--- src/design/spq_pkg.sv ---
// Shared types and constants for the sorted priority queue.
// Depends on nothing; every other file of the block imports it.
`timescale 1ns / 1ps
`default_nettype none

package spq_pkg;

    localparam int CAPACITY = 16;
    localparam int KEY_BITS = 16;
    localparam int TAG_BITS = 8;
    localparam int OCC_BITS = $clog2(CAPACITY + 1);

    typedef enum logic {
        KIND_INSERT = 1'b0,
        KIND_POP    = 1'b1
    } t_kind;

    typedef enum logic [1:0] {
        ST_DONE  = 2'd0,
        ST_EMPTY = 2'd1,
        ST_FULL  = 2'd2
    } t_status;

    typedef struct packed {
        logic [KEY_BITS-1:0] key;
        logic [TAG_BITS-1:0] tag;
    } t_entry;

    // Broadcast to every cell of the chain in the cycle a beat is taken.
    typedef struct packed {
        logic   ins;
        logic   pop;
        t_entry entry;
    } t_cell_ctrl;

endpackage

`default_nettype wire

--- src/design/spq_cell.sv ---
// One slot of the sorted chain: holds a key and a tag, compares against the
// broadcast key and trades its entry with a neighbor. Depends on spq_pkg.
`timescale 1ns / 1ps
`default_nettype none

module spq_cell import spq_pkg::*; (
    input  logic       i_clk,
    input  t_cell_ctrl i_ctrl,
    input  logic       i_occupied,
    input  logic       i_left_place,
    input  t_entry     i_left_entry,
    input  t_entry     i_right_entry,
    output logic       o_place,
    output t_entry     o_entry
);

    t_entry r_entry;
    t_entry n_entry;

    // The new entry belongs here or further up when this slot is free or
    // holds a strictly smaller key, so equal keys stay ahead of it.
    assign o_place = i_ctrl.ins && (!i_occupied || (r_entry.key < i_ctrl.entry.key));
    assign o_entry = r_entry;

    always_comb begin
        n_entry = r_entry;
        if (i_ctrl.ins) begin
            if (i_left_place) begin
                n_entry = i_left_entry;
            end else if (o_place) begin
                n_entry = i_ctrl.entry;
            end
        end else if (i_ctrl.pop) begin
            n_entry = i_right_entry;
        end
    end

    always_ff @(posedge i_clk) begin
        r_entry <= n_entry;
    end

endmodule

`default_nettype wire

--- config.mk ---
export PLATFORM = sky130hd
export DESIGN_NAME = spq_cell
export DESIGN_NICKNAME = d
export VERILOG_FILES = /design/src/design/spq_pkg.sv /design/src/design/spq_cell.sv
export SDC_FILE = /design/constraint.sdc
export NUM_CORES = 1
export LEC_CHECK = 0
export BUFFER_PORTS_ARGS = -buffer_cell sky130_fd_sc_hd__buf_2
export CAP_MARGIN = 0
export CORE_UTILIZATION = 43
export CTS_CLUSTER_SIZE = 14
export DETAILED_ROUTE_END_ITERATION = 6
export MAX_ROUTING_LAYER = met4
export PLACE_DENSITY = 0.85
export SETUP_SLACK_MARGIN = 0.2
export SLEW_MARGIN = 20
export SYNTH_ARGS = -nofsm -noshare
export SYNTH_HDL_FRONTEND = slang
export SYNTH_SLANG_ARGS = --single-unit
--- constraint.sdc ---
create_clock -name i_clk -period 4.3 [get_ports i_clk]
set_input_delay 0.86 -clock i_clk [delete_from_list [all_inputs] [get_ports i_clk]]
set_output_delay 0.86 -clock i_clk [all_outputs]
set_load 0.01 [all_outputs]
==> results of run 1 <==
[final cells by class]
type                            count  area, um2
Fill cell                         317       1260
Clock inverter                      1       3.75
Sequential cell                    24        721
Timing Repair Buffer              103        520
Clock buffer                        3       41.3
Inverter                           17       63.8
Tap cell                           46       57.6
Multi-Input combinational cell    114        800
[cells in the mapped netlist, drive strengths merged]
cell type / number
a21oi: 29
nand3b: 1
o2111ai: 1
nand2b: 2
clkbuf: 6
o2bb2ai: 1
a2111o: 1
o22ai: 1
ha: 15
o21a: 1
nand4: 2
nand2: 5
edfxtp: 24
o21ai: 4
mux2i: 24
a31o: 1
nor2: 25
inv: 17
nor4: 1
buf: 3
[power by group]
| group | switching, mW | internal, mW | leakage [nW] |
|---|---|---|---|
| clock network | 0.0718 | 0.0640 | 0.0231 |
| logic | 0.0962 | 0.0846 | 0.871 |
| registers | 0.0113 | 0.291 | 0.239 |
[routing by layer]
| layer | part of all wire (%) | vias to the layer above | wire (um) | track usage [%] |
|---|---|---|---|---|
| met2 | 55 | 48 | 2200 | 37.9 |
| met3 | 4.4 | 7 | 175 | 4.17 |
| met4 | 1.5 | 0 | 61 | 8.52 |
| met5 | 0 | - | 0 | - |
| met1 | 39 | 667 | 1570 | 23.5 |
| li1 | - | 785 | - | - |
[cell families (layout without fill, tap and decap cells)]
kind of cell	Yosys count	in the layout	share of synthesized area [%]
adder cells (fa/ha/maj)	15	15	11.6
AO/OA/AOI/OAI	39	39	13.3
multiplexers	24	24	14.8
AND/OR/NAND/NOR	36	36	9.33
flip-flops	24	24	44.4
buffers and inverters	26	124	6.55
[final timing paths]
kind | cells past startpoint | slack (ns) | end
min reg2reg | 4 | 1.19 | o_entry[15]
max | 8 | 1.17 | o_place
min | 3 | 0.90 | o_entry[10]
max reg2reg | 5 | 1.89 | o_entry[21]
[per-stage QoR]
| stage | power (mW) | hold WS (ns) | std cells | utilization [%] |
|---|---|---|---|---|
| floorplan | 0.406 | 1.09 | 164 | - |
| global placement | 0.482 | 1.14 | 304 | 62.3 |
| detailed placement | 0.490 | 1.17 | 304 | 62.3 |
| CTS | 0.624 | 0.902 | 308 | 63.6 |
| global route | 0.657 | 0.914 | 308 | 63.6 |
| finish | 0.619 | 0.905 | 308 | 63.6 |
[critical path, delay by kind of cell]
family | cells | cell delay (ns)
buf+inv | 3 | 0.29
fa+ha+maj | 1 | 0.31
simple gates | 2 | 0.48
compound gates | 2 | 0.32
[placed cells by master (no fill, tap or decap)]
cell and count:
o2bb2ai_1 1, buf_4 2, nor4_1 1, mux2i_1 24
clkbuf_8 3, o21ai_0 3, o2111ai_1 1, nand2_1 5
clkinv_1 1, o21a_1 1, inv_1 17, nand2b_1 2
o22ai_1 1, buf_2 101, nand3b_1 1, a2111o_1 1
a31o_1 1, nand4_1 2, nor2_1 25, a21oi_1 29
edfxtp_1 24, o21ai_2 1, ha_1 15
==> out/qor.txt, run 1 <==
Status: finished clean
Final TNS setup: 0 ns
MaxCap Viol Count: 0
Worst-Margin Slew: 0.753 ns
Final worst path period share: 72.8%
Worst path max stage delay: 0.31 ns
Initial Util: 46.8%
Initial antenna violation count: 0
Ant diodes: 0
Reg-to-reg startpoint: o_entry[9]
First drt pass iteration count: 4
Number of flip-flops in the largest register: 24
Clock sinks: 24
Final setup viols: 0
CTS tree: done
Synth area leader: edfxtp_1
Hold Buf Count CTS: 0
Number of port buffers: 101
Skew final: 0.00357 ns
Pre-CTS setup slack: 1.17 ns
Mapped Nets: 256
Max-slew violations: 0
DR WL/cell: 13.0 um
Max stage delay cell, worst path: ha_1
Die height: 63.4 um
Static Leak: 1.13 nW
Fin. Hold Viols: 0
Post-route setup slack: 1.17 ns
Hpwl dp: 3230 um
CP startpoint kind: primary input
GPL Wtd Cong: 0.768
Worst-path clk slew: 0.08 ns
Setup bufs post-CTS: 0
Share of cells above drive strength 1: 40.8%
Peak fanout along the critical path: 3
Pwr Density: 281 nW/um2
Area Overhead vs Synth: 36.0%
Clk buf depth: 2
Post-Syn Area: 1620 um2
Fin crit period: 3.13 ns
RSZ-0062 raised after global routing: no
Num rows: 21
Cell area after layout: 2210 um2
Final-stage net count: 355
Crit path from: i_ctrl[23]
CORE AREA: 3470 um2
DIE AREA: 4020 um2
Vias: 1507
Share of the synthesized area in the top cell type: 44.4%
Residual DRC: 0
Antenna-violating nets left: 0
Cts bufs inserted: 3
Ys Warns: 0
# IOs: 102
Vias in the first global route: 1502
Syn Area/Cell: 9.90 um2
First-pass GRT wire length: 6470 um
Placed Area: 2160 um2
Post-CTS sizing: 0
Crit-path most repeated cell: buf_2
GR Overflow Total: 0
Die X: 63.4 um
Vias per inst: 4.89
Clk_lat worst skew: 0.27 ns
Syn Inst Count: 164
Number of DRC markers in iteration 0: 51
Sequential-to-total area share from yosys stat: 44.4%
Worst Path Required: 3.44 ns
Slew margin rel.: 49.8%
Maximum VDD drop: 0.199 mV
Fmax: 319 MHz
Hold Path Class: in -> reg
Synth Register Bits: 24
Crit path kind: in -> out
Hold path startpoint: i_right_entry[10]
H-tree depth: 1
Top cells by area, synth: edfxtp_1 (44%), mux2i_1 (15%), ha_1 (12%)
Critical Path End Type: output port
Root Buffer: clkbuf_8
Largest net degree at the start of global routing: 52
CP Data Arrival Time: 2.27 ns
CP Cell Sequence: buf_2, inv_1, ha_1, nand4_1, nor4_1, a31o_1, o22ai_1, buf_2
Total wire length: 4010 um
Yosys cell types: 22
GRT Resource Usage Total: 21.5%
Power figures use the tool's default switching activity.
==> run 2, diff against run 1 <==
- clock period: 4.3 -> 3.08 ns (I/O delays scaled with it)
==> run 2 against run 1 <==
  * Global-route usage shrank 0.61 points
  * Critical path depth is the same
  * Register-to-register slack lost 0.87 ns
  * Die area is the same
==> out/qor.txt, run 2 (synthesis gave the netlist of run 1 again) <==
Sequential share of power: 49.2% (+0.3 points)
Number of port buffers: 101 (unchanged)
Internal power: 0.613 mW (+39%)
RSZ-0062 raised after global routing: no
Max stage delay cell, worst path: nor4_1
Initial Util: 46.8% (unchanged)
CP startpoint kind: primary input
Die height: 63.4 um (unchanged)
Crit path kind: in -> out
Fmax: 378 MHz
Final setup viols: 0 (unchanged)
Final TNS setup: 0 ns (unchanged)
Combinational Power Share: 29.5% (+0.3 points)
First-pass GRT wire length: 6380 um (-1.4%)
Setup bufs post-CTS: 0 (unchanged)
Vias in the first global route: 1483 (-1.3%)
Number of flip-flops in the largest register: 24 (unchanged)
Crit-path most repeated cell: buf_2
CP bufs+invs: 3 (unchanged)
Worst-Margin Slew: 0.377 ns (-0.376 ns)
Sw Share: 28.6% (-0.38 points)
Vias per inst: 4.94 (+0.93%)
Num rows: 21 (unchanged)
Max-slew violations: 0 (unchanged)
Switching power: 0.245 mW (+37%)
GRT Resource Usage Total: 20.8% (-0.61 points)
Commonest non-fill, non-tap cell in the layout: buf_2
Placed Area: 2170 um2 (+0.35%)
Post-CTS sizing: 0 (unchanged)
Largest net degree at the start of global routing: 35 (-33%)
Maximum VDD drop: 0.252 mV (+27%)
Static Leak: 1.14 nW (+0.29%)
Post-route setup slack: 0.436 ns (-0.733 ns)
Final worst path period share: 85.9%
Peak fanout along the critical path: 3 (unchanged)
DR WL/cell: 12.8 um (-2.0%)
First drt pass iteration count: 4 (unchanged)
Antenna-violating nets left: 0 (unchanged)
Clock sinks: 24 (unchanged)
CTS tree: done
Initial antenna violation count: 0 (unchanged)
Clk buf depth: 2 (unchanged)
Pwr Density: 388 nW/um2 (+38%)
Fin crit period: 2.64 ns
CP Cell Sequence: buf_2, inv_1, ha_1, nand4_1, nor4_1, a31o_1, o22ai_1, buf_2
Worst path max stage delay: 0.32 ns (about the same)
H-tree depth: 1 (unchanged)
Status: finished clean
Pre-CTS setup slack: 0.458 ns (-0.715 ns)
Vias: 1521 (+0.93%)
Critical Path End Type: output port
Most frequent cells in the layout: buf_2 (101), a21oi_1 (29), nor2_1 (25)
Number of DRC markers in iteration 0: 67 (+31%)
GPL Wtd Cong: 0.746 (-2.9%)
MaxCap Viol Count: 0 (unchanged)
Hold Path Class: in -> reg
Fin. Hold Viols: 0 (unchanged)
Slew margin rel.: 74.9% (+25 points)
DIE AREA: 4020 um2 (unchanged)
Skew final: 0.00117 ns (-0.00240 ns)
Cell area after layout: 2210 um2 (+0.17%)
Root Buffer: clkbuf_8
Worst-path clk slew: 0.08 ns (about the same)
Hold Buf Count CTS: 0 (unchanged)
Ant diodes: 0 (unchanged)
CORE AREA: 3470 um2 (unchanged)
Total wire length: 3930 um (-2.0%)
CP Data Arrival Time: 2.03 ns (-0.24 ns)
Residual DRC: 0 (unchanged)
WHS: 0.664 ns (-0.241 ns)
Fraction of power consumed by the clock network: 21.3% (-0.6 points)
Hpwl dp: 3200 um (-0.95%)
Worst Path Required: 2.46 ns (-0.98 ns)
Cts bufs inserted: 3 (unchanged)
Clk_lat worst skew: 0.26 ns (about the same)
Crit-path leading delay family: simple AND/OR/NAND/NOR gates
Area Overhead vs Synth: 36.2%
# IOs: 102 (unchanged)
Overall Power: 0.858 mW (+39%)
GR Overflow Total: 0 (unchanged)
Final-stage net count: 356 (+0.28%)
Die X: 63.4 um (unchanged)
Share of cells above drive strength 1: 41.2% (+0.38 points)
==> run 2: area by class of cell <==
type                    count  area, um2
inverters                  17       63.8
multi-input cells         114        800
flip-flops and latches     24        721
clock buffers               3       41.3
well taps                  46       57.6
repair buffers            104        528
fillers                   341       1260
==> run 2: worst paths after layout <==
kind	start	to	slack (ns)	cells after the start
setup / recovery	i_ctrl[23]	o_place	0.44	8
setup reg to reg	o_entry[9]	o_entry[10]	1.02	5
hold reg to reg	o_entry[8]	o_entry[12]	1.25	5
hold / removal	i_right_entry[13]	o_entry[13]	0.66	3
==> run 2: power groups by stage <==
| stage | logic (mW) | clock network (mW) | registers (mW) |
|---|---|---|---|
| final | 0.253 | 0.183 | 0.422 |
| after CTS | 0.256 | 0.186 | 0.422 |
| after global routing | 0.284 | 0.204 | 0.426 |
| after floorplan | 0.119 | 0 | 0.448 |
| after global placement | 0.246 | 0 | 0.426 |
| after detailed placement | 0.255 | 0 | 0.430 |
==> run 2: worst reg2reg max path, stage by stage, from the launching register on <==
cell	delay (ns)
edfxtp_1	0.41
ha_1	0.29
a2111o_1	0.37
a31o_1	0.21
o21ai_2	0.13
buf_4	0.32
==> run 2: per-layer routing <==
metal / global-route usage [%] / wire, um / vias up / share of wire (%)
met2: 38.6 / 2120 / 55 / 54
met1: 23.6 / 1610 / 677 / 41
met3: 3.44 / 183 / 2 / 4.7
met4: 3.41 / 20 / 0 / 0.51
met5: - / 0 / - / 0
li1: - / - / 787 / -
==> run 2: through the flow <==
| stage | std cells | util (%) |
|---|---|---|
| floorplan | 164 | - |
| global placement | 305 | 62.6 |
| detailed placement | 305 | 62.6 |
| CTS | 308 | 63.7 |
| global route | 308 | 63.7 |
| finish | 308 | 63.7 |
